$ cat src/rtl/btlv_pkg.sv
`timescale 1ns / 1ps
`default_nettype none
package btlv_pkg;

   localparam logic [1:0] KIND_HEADER = 2'd0;
   localparam logic [1:0] KIND_ERROR  = 2'd1;
   localparam logic [1:0] KIND_DONE   = 2'd2;

   localparam logic [2:0] ERR_TAG_PAST_END = 3'd0;
   localparam logic [2:0] ERR_TAG_TOO_LONG = 3'd1;
   localparam logic [2:0] ERR_NO_LENGTH    = 3'd2;
   localparam logic [2:0] ERR_BAD_LENGTH   = 3'd3;
   localparam logic [2:0] ERR_OVERRUN      = 3'd4;
   localparam logic [2:0] ERR_TOO_DEEP     = 3'd5;

   localparam logic [2:0] PH_IDLE    = 3'd0;
   localparam logic [2:0] PH_TAG     = 3'd1;
   localparam logic [2:0] PH_TAGMORE = 3'd2;
   localparam logic [2:0] PH_LEN     = 3'd3;
   localparam logic [2:0] PH_LENMORE = 3'd4;
   localparam logic [2:0] PH_VALUE   = 3'd5;
   localparam logic [2:0] PH_SKIP    = 3'd6;

   localparam logic CMD_START = 1'b0;
   localparam logic CMD_DATA  = 1'b1;

   typedef struct packed {
      logic [1:0]  kind;
      logic [31:0] tag;
      logic [2:0]  tag_bytes;
      logic [15:0] value_length;
      logic        constructed;
      logic [2:0]  depth;
      logic [15:0] value_offset;
      logic [2:0]  error_code;
      logic        message_done;
   } result_type;

   typedef struct packed {
      logic        cmd;
      logic [15:0] msg_length;
      logic [7:0]  data_byte;
   } item_type;

endpackage
`default_nettype wire

$ cat src/rtl/btlv_if.sv
`timescale 1ns / 1ps
`default_nettype none
interface btlv_req_if;
   logic                  valid;
   logic                  ready;
   btlv_pkg::item_type    payload;
   modport source (output valid, output payload, input ready);
   modport sink   (input valid, input payload, output ready);
endinterface

interface btlv_rsp_if;
   logic                  valid;
   logic                  ready;
   btlv_pkg::result_type  payload;
   modport source (output valid, output payload, input ready);
   modport sink   (input valid, input payload, output ready);
endinterface
`default_nettype wire

$ cat src/rtl/ber_tlv_stream_parser.sv
`timescale 1ns / 1ps
`default_nettype none
// ber-tlv stream parser: takes one request transfer per cycle (a start carrying the
// message length, or one message byte) and gives at most one response transfer per
// byte (element header, error, or message done); the front walks tag and length
// fields a byte a cycle and a two-entry response queue lets the sink stall on its
// own, with request ready held low only while that queue is full
module ber_tlv_stream_parser #(
   parameter int MAX_DEPTH     = 8,
   parameter int MAX_TAG_BYTES = 4,
   parameter int OFFSET_BITS   = 16
) (
   input  wire logic  clock,
   input  wire logic  reset,
   btlv_req_if.sink   req,
   btlv_rsp_if.source rsp
);
   logic                 res_valid;
   logic                 room;
   btlv_pkg::result_type res_item;

   // parser front: state per byte
   btlv_front #(
      .MAX_DEPTH    (MAX_DEPTH),
      .MAX_TAG_BYTES(MAX_TAG_BYTES),
      .OFFSET_BITS  (OFFSET_BITS)
   ) u_front (
      .clock    (clock),
      .reset    (reset),
      .in_valid (req.valid),
      .in_ready (req.ready),
      .in_item  (req.payload),
      .res_valid(res_valid),
      .res_item (res_item),
      .res_ready(room)
   );

   // response queue decouples the sink
   btlv_queue u_queue (
      .clock   (clock),
      .reset   (reset),
      .wr_valid(res_valid),
      .wr_item (res_item),
      .wr_room (room),
      .rsp     (rsp)
   );
endmodule
`default_nettype wire

$ cat src/rtl/btlv_front.sv
`timescale 1ns / 1ps
`default_nettype none
module btlv_front #(
   parameter int MAX_DEPTH     = 8,
   parameter int MAX_TAG_BYTES = 4,
   parameter int OFFSET_BITS   = 16
) (
   input  wire logic                 clock,
   input  wire logic                 reset,
   input  wire logic                 in_valid,
   output logic                      in_ready,
   input  btlv_pkg::item_type        in_item,
   output logic                      res_valid,
   output btlv_pkg::result_type      res_item,
   input  wire logic                 res_ready
);
   localparam int LW = (MAX_DEPTH > 1) ? $clog2(MAX_DEPTH) : 1;
   localparam int CW = $clog2(MAX_TAG_BYTES + 2);
   localparam int PW = OFFSET_BITS + 1;

   logic [OFFSET_BITS-1:0] lend_ff [MAX_DEPTH];
   logic [OFFSET_BITS-1:0] lend_in [MAX_DEPTH];
   logic [LW-1:0]          lvl_ff, lvl_in;
   logic [2:0]             ph_ff, ph_in;
   logic [OFFSET_BITS-1:0] pos_ff, pos_in;
   logic [31:0]            tag_ff, tag_in;
   logic [CW-1:0]          tcnt_ff, tcnt_in;
   logic [31:0]            len_ff, len_in;
   logic [2:0]             lleft_ff, lleft_in;
   logic                   cons_ff, cons_in;

   logic                   fire;
   logic                   have;
   btlv_pkg::result_type   r;
   logic [7:0]             b;
   logic [OFFSET_BITS-1:0] p, e, rem, v, lvl_endv;
   logic [PW-1:0]          p1;
   logic [31:0]            avail;
   logic [7:0]             n;
   logic                   pop_ok;

   assign in_ready = res_ready;
   assign fire     = in_valid && in_ready;

   // fill one response from the decoded fields
   function automatic void put(
      output btlv_pkg::result_type o, input logic [1:0] k, input logic [2:0] c,
      input logic [OFFSET_BITS-1:0] off, input logic [31:0] t, input logic [CW-1:0] tc,
      input logic [31:0] l, input logic cs, input logic [LW-1:0] lv);
      o = '0;
      o.kind         = k;
      o.tag          = t;
      o.tag_bytes    = 3'(tc);
      o.value_length = l[15:0];
      o.constructed  = cs;
      o.depth        = 3'(lv);
      o.value_offset = 16'(off);
      o.error_code   = c;
   endfunction

   always_comb begin
      lend_in  = lend_ff;
      lvl_in   = lvl_ff;
      ph_in    = ph_ff;
      pos_in   = pos_ff;
      tag_in   = tag_ff;
      tcnt_in  = tcnt_ff;
      len_in   = len_ff;
      lleft_in = lleft_ff;
      cons_in  = cons_ff;
      have     = 1'b0;
      r        = '0;
      b        = in_item.data_byte;
      p        = pos_ff;
      p1       = {1'b0, pos_ff} + PW'(1);
      v        = p1[OFFSET_BITS-1:0];
      e        = '0;
      rem      = '0;
      avail    = '0;
      n        = '0;
      pop_ok   = 1'b0;
      lvl_endv = '0;
      if (in_item.cmd == btlv_pkg::CMD_START) begin
         for (int i = 0; i < MAX_DEPTH; i++) lend_in[i] = '0;
         lend_in[0] = OFFSET_BITS'(in_item.msg_length);
         lvl_in   = '0;
         pos_in   = '0;
         tag_in   = '0;
         tcnt_in  = '0;
         len_in   = '0;
         lleft_in = '0;
         cons_in  = 1'b0;
         ph_in    = (OFFSET_BITS'(in_item.msg_length) != '0) ? btlv_pkg::PH_TAG
                                                           : btlv_pkg::PH_IDLE;
      end else if (ph_ff != btlv_pkg::PH_IDLE) begin
         if (ph_ff == btlv_pkg::PH_VALUE && 32'(p) >= len_ff) ph_in = btlv_pkg::PH_TAG;
         // several level ends may coincide, so close every level that ends here
         if (ph_in == btlv_pkg::PH_TAG || ph_in == btlv_pkg::PH_SKIP) begin
            for (int i = MAX_DEPTH - 1; i >= 1; i--) begin
               if (LW'(i) <= lvl_ff) begin
                  if (!pop_ok && p < lend_ff[i]) begin
                     pop_ok = 1'b1;
                  end
                  if (!pop_ok) begin
                     lvl_in = LW'(i - 1);
                     ph_in  = btlv_pkg::PH_TAG;
                  end
               end
            end
         end
         e   = lend_ff[lvl_in];
         rem = (e > p) ? e - p : '0;
         unique case (ph_in)
            btlv_pkg::PH_TAG: begin
               if (rem < OFFSET_BITS'(3)) begin
                  ph_in = btlv_pkg::PH_SKIP;
               end else begin
                  tag_in   = {24'd0, b};
                  tcnt_in  = CW'(1);
                  cons_in  = b[5];
                  len_in   = '0;
                  lleft_in = '0;
                  if (b[4:0] == 5'h1F) begin
                     ph_in = btlv_pkg::PH_TAGMORE;
                  end else if (rem <= OFFSET_BITS'(1)) begin
                     put(r, btlv_pkg::KIND_ERROR, btlv_pkg::ERR_NO_LENGTH, p, tag_in,
                         tcnt_in, len_in, cons_in, lvl_in);
                     have  = 1'b1;
                     ph_in = btlv_pkg::PH_SKIP;
                  end else begin
                     ph_in = btlv_pkg::PH_LEN;
                  end
               end
            end
            btlv_pkg::PH_TAGMORE: begin
               tag_in  = {tag_ff[23:0], b};
               tcnt_in = tcnt_ff + CW'(1);
               if (tcnt_in > CW'(MAX_TAG_BYTES)) begin
                  put(r, btlv_pkg::KIND_ERROR, btlv_pkg::ERR_TAG_TOO_LONG, p, tag_in,
                      tcnt_in, len_in, cons_in, lvl_in);
                  have  = 1'b1;
                  ph_in = btlv_pkg::PH_SKIP;
               end else if (!b[7]) begin
                  if (rem <= OFFSET_BITS'(1)) begin
                     put(r, btlv_pkg::KIND_ERROR, btlv_pkg::ERR_NO_LENGTH, p, tag_in,
                         tcnt_in, len_in, cons_in, lvl_in);
                     have  = 1'b1;
                     ph_in = btlv_pkg::PH_SKIP;
                  end else begin
                     ph_in = btlv_pkg::PH_LEN;
                  end
               end else if (rem <= OFFSET_BITS'(1)) begin
                  put(r, btlv_pkg::KIND_ERROR, btlv_pkg::ERR_TAG_PAST_END, p, tag_in,
                      tcnt_in, len_in, cons_in, lvl_in);
                  have  = 1'b1;
                  ph_in = btlv_pkg::PH_SKIP;
               end
            end
            btlv_pkg::PH_LEN, btlv_pkg::PH_LENMORE: begin
               if (ph_in == btlv_pkg::PH_LEN) begin
                  n = {1'b0, b[6:0]};
                  if (b[7] && (32'(n) + 32'd1 > 32'(rem) || n > 8'd4)) begin
                     put(r, btlv_pkg::KIND_ERROR, btlv_pkg::ERR_BAD_LENGTH, p, tag_ff,
                         tcnt_ff, len_ff, cons_ff, lvl_in);
                     have  = 1'b1;
                     ph_in = btlv_pkg::PH_SKIP;
                  end else if (b[7] && n != 8'd0) begin
                     len_in   = '0;
                     lleft_in = n[2:0];
                     ph_in    = btlv_pkg::PH_LENMORE;
                  end else begin
                     len_in = b[7] ? 32'd0 : {24'd0, b};
                     have   = 1'b1;
                  end
               end else begin
                  len_in = {len_ff[23:0], b};
                  if (lleft_ff != 3'd0) lleft_in = lleft_ff - 3'd1;
                  have = (lleft_in == 3'd0);
               end
               if (have && ph_in != btlv_pkg::PH_SKIP) begin
                  avail = (p1 < {1'b0, e}) ? 32'(e) - 32'(p1) : 32'd0;
                  if (len_in > avail) begin
                     put(r, btlv_pkg::KIND_ERROR, btlv_pkg::ERR_OVERRUN, v, tag_ff,
                         tcnt_ff, len_in, cons_ff, lvl_in);
                     ph_in = btlv_pkg::PH_SKIP;
                  end else begin
                     lvl_endv = v + len_in[OFFSET_BITS-1:0];
                     if (cons_ff && 32'(lvl_in) + 32'd1 < 32'(MAX_DEPTH)) begin
                        put(r, btlv_pkg::KIND_HEADER, 3'd0, v, tag_ff, tcnt_ff, len_in,
                            cons_ff, lvl_in);
                        lvl_in          = lvl_in + LW'(1);
                        lend_in[lvl_in] = lvl_endv;
                        ph_in           = btlv_pkg::PH_TAG;
                     end else begin
                        put(r, cons_ff ? btlv_pkg::KIND_ERROR : btlv_pkg::KIND_HEADER,
                            cons_ff ? btlv_pkg::ERR_TOO_DEEP : 3'd0, v, tag_ff, tcnt_ff,
                            len_in, cons_ff, lvl_in);
                        len_in = 32'(lvl_endv);
                        ph_in  = (r.value_length != 16'd0 || len_in != 32'(v))
                                 ? btlv_pkg::PH_VALUE : btlv_pkg::PH_TAG;
                     end
                  end
               end
            end
            default: ;
         endcase
         pos_in = v;
         if (p1 >= {1'b0, lend_ff[0]}) begin
            ph_in = btlv_pkg::PH_IDLE;
            if (!have) begin
               r      = '0;
               r.kind = btlv_pkg::KIND_DONE;
               have   = 1'b1;
            end
            r.message_done = 1'b1;
         end
      end
   end

   always_ff @(posedge clock) begin
      if (reset) begin
         for (int i = 0; i < MAX_DEPTH; i++) lend_ff[i] <= '0;
         lvl_ff   <= '0;
         ph_ff    <= btlv_pkg::PH_IDLE;
         pos_ff   <= '0;
         tag_ff   <= '0;
         tcnt_ff  <= '0;
         len_ff   <= '0;
         lleft_ff <= '0;
         cons_ff  <= 1'b0;
      end else if (fire) begin
         lend_ff  <= lend_in;
         lvl_ff   <= lvl_in;
         ph_ff    <= ph_in;
         pos_ff   <= pos_in;
         tag_ff   <= tag_in;
         tcnt_ff  <= tcnt_in;
         len_ff   <= len_in;
         lleft_ff <= lleft_in;
         cons_ff  <= cons_in;
      end
   end

   assign res_valid = fire && have;
   assign res_item  = r;
endmodule
`default_nettype wire

$ cat src/rtl/btlv_queue.sv
`timescale 1ns / 1ps
`default_nettype none
module btlv_queue (
   input  wire logic            clock,
   input  wire logic            reset,
   input  wire logic            wr_valid,
   input  btlv_pkg::result_type wr_item,
   output logic                 wr_room,
   btlv_rsp_if.source           rsp
);
   btlv_pkg::result_type slot_ff [2];
   logic [1:0] cnt_ff;
   logic       rd_ff, wr_ff;
   logic       pop, push;

   assign wr_room     = (cnt_ff != 2'd2);
   assign push        = wr_valid;
   assign pop         = rsp.valid && rsp.ready;
   assign rsp.valid   = (cnt_ff != 2'd0);
   assign rsp.payload = slot_ff[rd_ff];

   always_ff @(posedge clock) begin
      if (push) slot_ff[wr_ff] <= wr_item;
   end

   always_ff @(posedge clock) begin
      if (reset) begin
         cnt_ff <= '0;
         rd_ff  <= 1'b0;
         wr_ff  <= 1'b0;
      end else begin
         if (push) wr_ff <= ~wr_ff;
         if (pop)  rd_ff <= ~rd_ff;
         cnt_ff <= cnt_ff + {1'b0, push} - {1'b0, pop};
      end
   end
endmodule
`default_nettype wire

$ cat src/flat_wrapper.sv
// flat-port wrapper written by rule: the top's interface ports become plain ports
module ber_tlv_stream_parser_flat 
#(
   parameter int MAX_DEPTH     = 8,
   parameter int MAX_TAG_BYTES = 4,
   parameter int OFFSET_BITS   = 16
)
  (clock, reset, req_valid, req_payload, req_ready, rsp_valid, rsp_payload, rsp_ready);
  btlv_req_if req_i ();
  btlv_rsp_if rsp_i ();
  input  wire logic clock;
  input  wire logic reset;
  input wire logic [$bits(req_i.valid)-1:0] req_valid;
  input wire logic [$bits(req_i.payload)-1:0] req_payload;
  output wire logic [$bits(req_i.ready)-1:0] req_ready;
  output wire logic [$bits(rsp_i.valid)-1:0] rsp_valid;
  output wire logic [$bits(rsp_i.payload)-1:0] rsp_payload;
  input wire logic [$bits(rsp_i.ready)-1:0] rsp_ready;
  assign req_i.valid = req_valid;
  assign req_i.payload = req_payload;
  assign req_ready = req_i.ready;
  assign rsp_valid = rsp_i.valid;
  assign rsp_payload = rsp_i.payload;
  assign rsp_i.ready = rsp_ready;
  ber_tlv_stream_parser #(.MAX_DEPTH(MAX_DEPTH), .MAX_TAG_BYTES(MAX_TAG_BYTES), .OFFSET_BITS(OFFSET_BITS)) u_core (.clock(clock), .reset(reset), .req(req_i), .rsp(rsp_i));
endmodule
$ cat config.mk
export PLATFORM = sky130hd
export DESIGN_NAME = ber_tlv_stream_parser_flat
export DESIGN_NICKNAME = d
export VERILOG_FILES = /design/src/rtl/btlv_pkg.sv /design/src/rtl/btlv_if.sv /design/src/rtl/ber_tlv_stream_parser.sv /design/src/rtl/btlv_front.sv /design/src/rtl/btlv_queue.sv /design/src/flat_wrapper.sv
export SDC_FILE = /design/constraint.sdc
export NUM_CORES = 1
export LEC_CHECK = 0
export BUFFER_PORTS_ARGS = -buffer_cell sky130_fd_sc_hd__buf_4
export CAP_MARGIN = 20
export CORE_UTILIZATION = 40
export CTS_CLUSTER_DIAMETER = 150
export DETAILED_ROUTE_END_ITERATION = 8
export SYNTH_ARGS = -nofsm -noshare
export SYNTH_HDL_FRONTEND = slang
export SYNTH_SLANG_ARGS = --single-unit
$ cat constraint.sdc
create_clock -name clock -period 13.21 [get_ports clock]
set_clock_uncertainty 0.15 [all_clocks]
set_input_delay 3.3025 -clock clock [delete_from_list [all_inputs] [get_ports clock]]
set_output_delay 3.3025 -clock clock [all_outputs]
set_load 0.05 [all_outputs]
==> results of run 1 <==
-- flip-flops by register name (all words and copies together), names as in the netlist, 3 cells and up, named ones only --
signal and flops:
u_core.u_front.lend_ff 128, u_core.u_front.len_ff 32, u_core.u_front.ph_ff 3, u_core.u_front.lvl_ff 3, u_core.u_front.tcnt_ff 3, u_core.u_queue.slot_ff 154
u_core.u_front.lleft_ff 3, u_core.u_front.tag_ff 32, u_core.u_front.p 16
-- worst reg2reg max path: cells and delay by family, from the launching register on --
kind	cells	cell delay, ns
AO/OA/AOI/OAI	27	7.05
AND/OR/NAND/NOR	8	1.75
adder cells (fa/ha/maj)	4	1.31
buffers and inverters	4	1.15
flip-flops	1	0.78
-- power breakdown --
part           internal (mW)  total (mW)  switching (mW)  leakage, nW
sequential              1.23        1.27          0.0449         3.17
combinational          0.371        1.07           0.702         7.03
clock                  0.713        1.25           0.539        0.708
total                   2.31        3.60            1.29         10.9
-- worst max-delay path by stage --
stage,to,slack (ns)
2_1_floorplan,u_core.u_queue.slot_ff[0][0]$_DFFE_PP_,2.43
3_3_place_gp,u_core.u_front.lend_ff[51]$_SDFFE_PP0P_,1.44
3_5_place_dp,u_core.u_front.lend_ff[56]$_SDFFE_PP0P_,1.32
4_1_cts,u_core.u_front.lend_ff[49]$_SDFFE_PP0P_,1.27
5_1_grt,u_core.u_front.lend_ff[49]$_SDFFE_PP0P_,0.43
6_report,u_core.u_front.lend_ff[61]$_SDFFE_PP0P_,0.89
-- kinds of logic after synthesis --
logic type,Yosys count
multiplexers,99
XOR/XNOR,69
flip-flops,380
AO/OA/AOI/OAI,827
buffers and inverters,368
adder cells (fa/ha/maj),238
AND/OR/NAND/NOR,805
other,1
-- cell type report --
class	count	area (sq um)
Antenna cell	2	5.00
Clock buffer	59	1210
Clock inverter	22	255
Fill cell	5990	33100
Inverter	211	792
Multi-Input combinational cell	2039	14600
Sequential cell	380	9150
Tap cell	837	1050
Timing Repair Buffer	213	1660
-- metrics by stage --
stage          hold WS [ns]  utilization (%)  total power, mW  setup slack [ns]
2_1_floorplan         0.282                -             2.02              2.43
3_3_place_gp          0.289             43.9             2.34              1.44
3_5_place_dp          0.295             44.0             2.35              1.32
4_1_cts               0.305             46.3             3.60              1.27
5_1_grt               0.324             46.4             3.72             0.432
6_report              0.304             46.4             3.60             0.890
-- placed cells by master (no fill, tap or decap), types with 108 or more instances in the layout --
master,instances
a21oi_1,161
a22o_1,108
buf_4,207
dfxtp_1,225
edfxtp_1,154
ha_1,235
inv_1,210
nand2_1,234
nor2_1,226
o21ai_0,149
-- layer usage --
layer / routed length (um) / GRT usage (%) / vias up
met5: 0 / 0 / -
met4: 5580 / 15.8 / 0
met3: 8290 / 4.99 / 270
met2: 44300 / 48.1 / 1156
met1: 41100 / 40.1 / 11282
li1: - / - / 10600
==> results_dict.tcl, run 1 <==
set metrics [dict create \
    status "finished, final reports clean" \
    min_period_ns 12.32 \
    yosysMostFrequentCell "ha_1" \
    synth-seq-cells 380 \
    placeableCoreArea_sq_um 61800 \
    reg2reg_depth 43 \
    setup_tns_ns 0 \
    grt-ovfl-total 0 \
    stdcell_area_sq_um 28700 \
    synthAdderAreaFrac_pct 12.0 \
    synth_top_family_by_area "compound AO/OA/AOI/OAI gates" \
    insertion_delay_ns 0.61 \
    drc_errors 0 \
    dpl_cell_area_sq_um 27200 \
    io_buffers 107 \
    path_common_cell "o21ai_0" \
    worstHoldPathType "reg -> reg" \
    reg2reg_from "u_core.u_front.p[13]$_SDFFE_PP0P_" \
    layout-drive-gt1-share_pct 14.0 \
    postCtsHoldBufs 0 \
    gp_congestion 1.08 \
    setup_viol 0 \
    synth.mux.area_fraction_pct 4.33 \
    cts.sinks 380 \
    critical_path.max_fanout 41 \
    hold_viol_final 0 \
    worst_path_largest_cell_delay_ns 0.78 \
    post_cts_buffers 0 \
    antenna_found_initial 0 \
    synthTopCellsByArea "edfxtp_1 (18%), dfxtp_1 (18%), ha_1 (12%), a22o_1 (3.8%), nand2_1 (3.5%)" \
    h-tree-depth 2 \
    peakVddDrop_mv 0.0862 \
    row_count 91 \
    synth-xor-area-share_pct 2.49 \
    grt_max_degree 112 \
    slew-limit-headroom_pct 26.5 \
    netlist.area_leader.share_pct 18.4 \
    synth.cells.most_frequent "ha_1 (235), nand2_1 (234), nor2_1 (230)" \
    dieWidth_um 252 \
    critPathBufInv 4 \
    hold-path-cell-count 2 \
    rrSetupSlack_ns 0.89 \
    crit_slowest_cell "dfxtp_1" \
    p_per_area_nw_per_um2 125 \
    max_cap_violations 0 \
    netlist_area_sq_um 25100 \
    path_clk_slew_ns 0.07 \
    ys.flop_type "dfxtp_1" \
    yosys_warnings 0 \
    rsz0062_at_grt "no" \
    worstHoldStart "u_core.u_front.tag_ff[31]$_SDFFE_PP0P_" \
    dr.pass1.iters 8 \
    crit_path_start "u_core.u_front.p[13]$_SDFFE_PP0P_" \
    num_io_pins 108 \
    final-max-slew-violation-count 0 \
    fmax_mhz 81.2 \
    min_to "u_core.u_front.tag_ff[31]$_SDFFE_PP0P_" \
    synth_seq_area_share_pct 36.5 \
    min_period_over_period_pct 93.3 \
    ant_nets 0 \
    routed_wl_mm 99.2 \
    place_inst 3677 \
    synth.net_count 3054 \
    synth_compound_area_share_pct 23.6 \
    worst_ep_required_time_ns 13.54 \
    root_buffer "clkbuf_16" \
    numCtsBuffers 45 \
    cts_tree "built" \
    grt_pass1_vias 22265 \
    reg2reg_to "u_core.u_front.lend_ff[61]$_SDFFE_PP0P_" \
    synth_cell_types 98 \
    synth_cells 2787 \
    ctsResizeCount 0 \
    arrival_ns 12.65 \
    dp.final_hpwl_mm 75.2 \
    initial_core_util_pct 40.6 \
    syn_to_final_growth_pct 14.3 \
    grt_pass1_wl_mm 145 \
    worstSetupPathDepth 43 \
    synth-simple-area-share_pct 15.3 \
    crit_family "compound AO/OA/AOI/OAI gates" \
    vias_per_cell 6.19 \
    die-area_sq_um 63700 \
    wl_per_cell_um 26.4 \
    p_leak_nw 10.9 \
    endpoint_kind "flip-flop" \
    synth_enable_flop_cells 154 \
    initialDrtViolationCount 2358 \
    dr_total_vias 23308 \
    synth_area_per_cell_sq_um 9.00 \
    critPathLaunchType "flip-flop" \
    tightest_slew_ns 1.09 \
    path_class "reg -> reg" \
    ys_async_sr_fraction_pct 0 \
    grt_use_total_pct 30.5 \
    fin_nets 3157 \
    netlist.top_cell.by_area "edfxtp_1" \
    cts_buffer_depth 3 \
    die_h_um 252 \
    fin_cells 3763 \
]
Note: power is estimated with default switching activity, not from simulation.
==> inputs of run 2 (changes only) <==
CELL_PAD_IN_SITES_DETAIL_PLACEMENT = 1   (was unset)
CELL_PAD_IN_SITES_GLOBAL_PLACEMENT = 1   (was unset)
CORE_MARGIN = 10   (was unset)
PLACE_DENSITY_LB_ADDON = 0.1   (was unset)
==> run 2 against run 1 <==
Against the previous run:
- count of clock-buffer cells in the layout decreased by 1
- wire length increased by 8.0%
- final area increased by 1.1%
- sequential power about the same
- worst hold slack got worse by 0.0010 ns
- fmax decreased by 1.6%
- global-route usage decreased by 2.2 points
- final cell count increased by 0.45%
- flip-flop and latch count unchanged
- non-clock buffer count increased by 16
- power increased by 5.3%
- die area increased by 15%
- largest cell class unchanged
- highest routed layer is now met5
==> results_dict.tcl, run 2 (synthesis results as in run 1) <==
set metrics [dict create \
    drc_errors 0 \
    crit_slowest_cell "dfxtp_1" \
    worstHoldPathType "reg -> reg" \
    peakVddDrop_mv 0.0870 \
    grt_max_degree 78 \
    top_regs "u_core.u_queue.slot_ff: 154 flops, u_core.u_front.lend_ff: 128 flops" \
    final-max-slew-violation-count 0 \
    io_buffers 107 \
    place_inst 3694 \
    p_seq_share_pct 33.1 \
    post_cts_buffers 0 \
    routed_wl_mm 107 \
    endpoint_kind "flip-flop" \
    critPathLaunchType "flip-flop" \
    grt-ovfl-total 0 \
    dieWidth_um 270 \
    internal-power_mw 2.47 \
    final_common_cell "ha_1" \
    largest_reg_flops 154 \
    ctsResizeCount 0 \
    slew-limit-headroom_pct 9.85 \
    dr_total_vias 23458 \
    placeableCoreArea_sq_um 61900 \
    path_class "reg -> reg" \
    path_common_cell "nand2_1" \
    min_period_ns 12.52 \
    critPathBufInv 5 \
    dp.final_hpwl_mm 81.3 \
    crit_family "compound AO/OA/AOI/OAI gates" \
    p_comb_share_pct 29.7 \
    fmax_mhz 79.9 \
    postCtsHoldBufs 0 \
    num_io_pins 108 \
    syn_to_final_growth_pct 15.6 \
    max_cap_violations 0 \
    layout-drive-gt1-share_pct 14.7 \
    regMostFlops "u_core.u_queue.slot_ff" \
    total_switching_power_mw 1.32 \
    use_met2_pct 46.6 \
    initial_core_util_pct 40.5 \
    path_clk_slew_ns 0.07 \
    arrival_ns 12.87 \
    root_buffer "clkbuf_16" \
    grt_use_total_pct 28.3 \
    critical_path.max_fanout 30 \
    tightest_slew_ns 1.34 \
    worst_ep_required_time_ns 13.56 \
    setup_viol 0 \
    cts_buffer_depth 3 \
    grt_pass1_wl_mm 159 \
    min_period_over_period_pct 94.8 \
    initialDrtViolationCount 1903 \
    hold_viol_final 0 \
    worst_path_largest_cell_delay_ns 0.90 \
    p_per_area_nw_per_um2 131 \
    rsz0062_at_grt "no" \
    power_mw 3.79 \
    h-tree-depth 2 \
    fin_nets 3173 \
    die-area_sq_um 73200 \
    wl_per_cell_um 28.3 \
    row_count 91 \
    cts.sinks 380 \
    setup_tns_ns 0 \
    mostFrequentLayoutCells "ha_1 (235), nand2_1 (234), nor2_1 (226)" \
    use_met3_pct 3.82 \
    insertion_delay_ns 0.61 \
    grt_pass1_vias 23983 \
    die_h_um 270 \
    gp_congestion 0.992 \
    switching_share_pct 34.9 \
    antenna_found_initial 2 \
    status "finished, final reports clean" \
    fin_cells 3780 \
    ant_nets 0 \
    p_leak_nw 11.1 \
    top_usage_layer "met2" \
    cts_tree "built" \
    vias_per_cell 6.21 \
    dr.pass1.iters 5 \
    numCtsBuffers 45 \
    clockPowerShare_pct 37.2 \
    grt_util_met1_pct 35.9 \
]
==> run 2: metrics by stage <==
step	setup slack (ns)	hold WS (ns)	instance area, sq um	util (%)
finish	0.691	0.303	29000	46.8
global route	0.0728	0.328	29000	46.8
CTS	0.859	0.307	29000	46.8
detailed placement	0.901	0.298	27300	44.1
global placement	1.08	0.290	27300	44.1
floorplan	2.43	0.282	25100	-
==> run 2: final timing paths <==
| path | start | to | slack (ns) | depth (start not counted) |
|---|---|---|---|---|
| setup / recovery | u_core.u_front.p[11]$_SDFFE_PP0P_ | u_core.u_front.ph_ff[2]$_SDFFE_PP0P_ | 0.69 | 46 |
| hold / removal | u_core.u_front.tag_ff[25]$_SDFFE_PP0P_ | u_core.u_front.tag_ff[25]$_SDFFE_PP0P_ | 0.30 | 2 |
| hold reg to reg | u_core.u_front.tag_ff[25]$_SDFFE_PP0P_ | u_core.u_front.tag_ff[25]$_SDFFE_PP0P_ | 0.30 | 2 |
| setup reg to reg | u_core.u_front.p[11]$_SDFFE_PP0P_ | u_core.u_front.ph_ff[2]$_SDFFE_PP0P_ | 0.69 | 46 |
==> run 2: power groups by stage <==
stage	sequential, mW	clock [mW]	combinational [mW]
4_1_cts	1.25	1.43	1.12
2_1_floorplan	1.26	0	0.759
3_5_place_dp	1.28	0	1.11
5_1_grt	1.25	1.48	1.19
3_3_place_gp	1.28	0	1.10
6_report	1.25	1.41	1.13
==> run 2: cell type report <==
class | instances | area [sq um]
Fill cell | 7173 | 32900
Multi-Input combinational cell | 2039 | 14600
Sequential cell | 380 | 9150
Timing Repair Buffer | 229 | 1800
Clock buffer | 58 | 1240
Tap cell | 837 | 1050
Inverter | 211 | 792
Clock inverter | 25 | 412
Antenna cell | 1 | 2.50
==> run 2: worst reg2reg max path, delay by kind of cell, from the launching register on <==
family,cells,cell delay (ns)
XOR/XNOR,2,0.47
flip-flops,1,0.90
adder cells (fa/ha/maj),5,1.65
AND/OR/NAND/NOR,16,3.00
buffers and inverters,5,1.20
AO/OA/AOI/OAI,18,5.02
==> run 2: routing by layer <==
| metal | up-vias | wire length (um) |
|---|---|---|
| li1 | 10610 | - |
| met1 | 11753 | 45200 |
| met4 | 2 | 5740 |
| met5 | - | 13 |
| met3 | 227 | 6520 |
| met2 | 866 | 49700 |
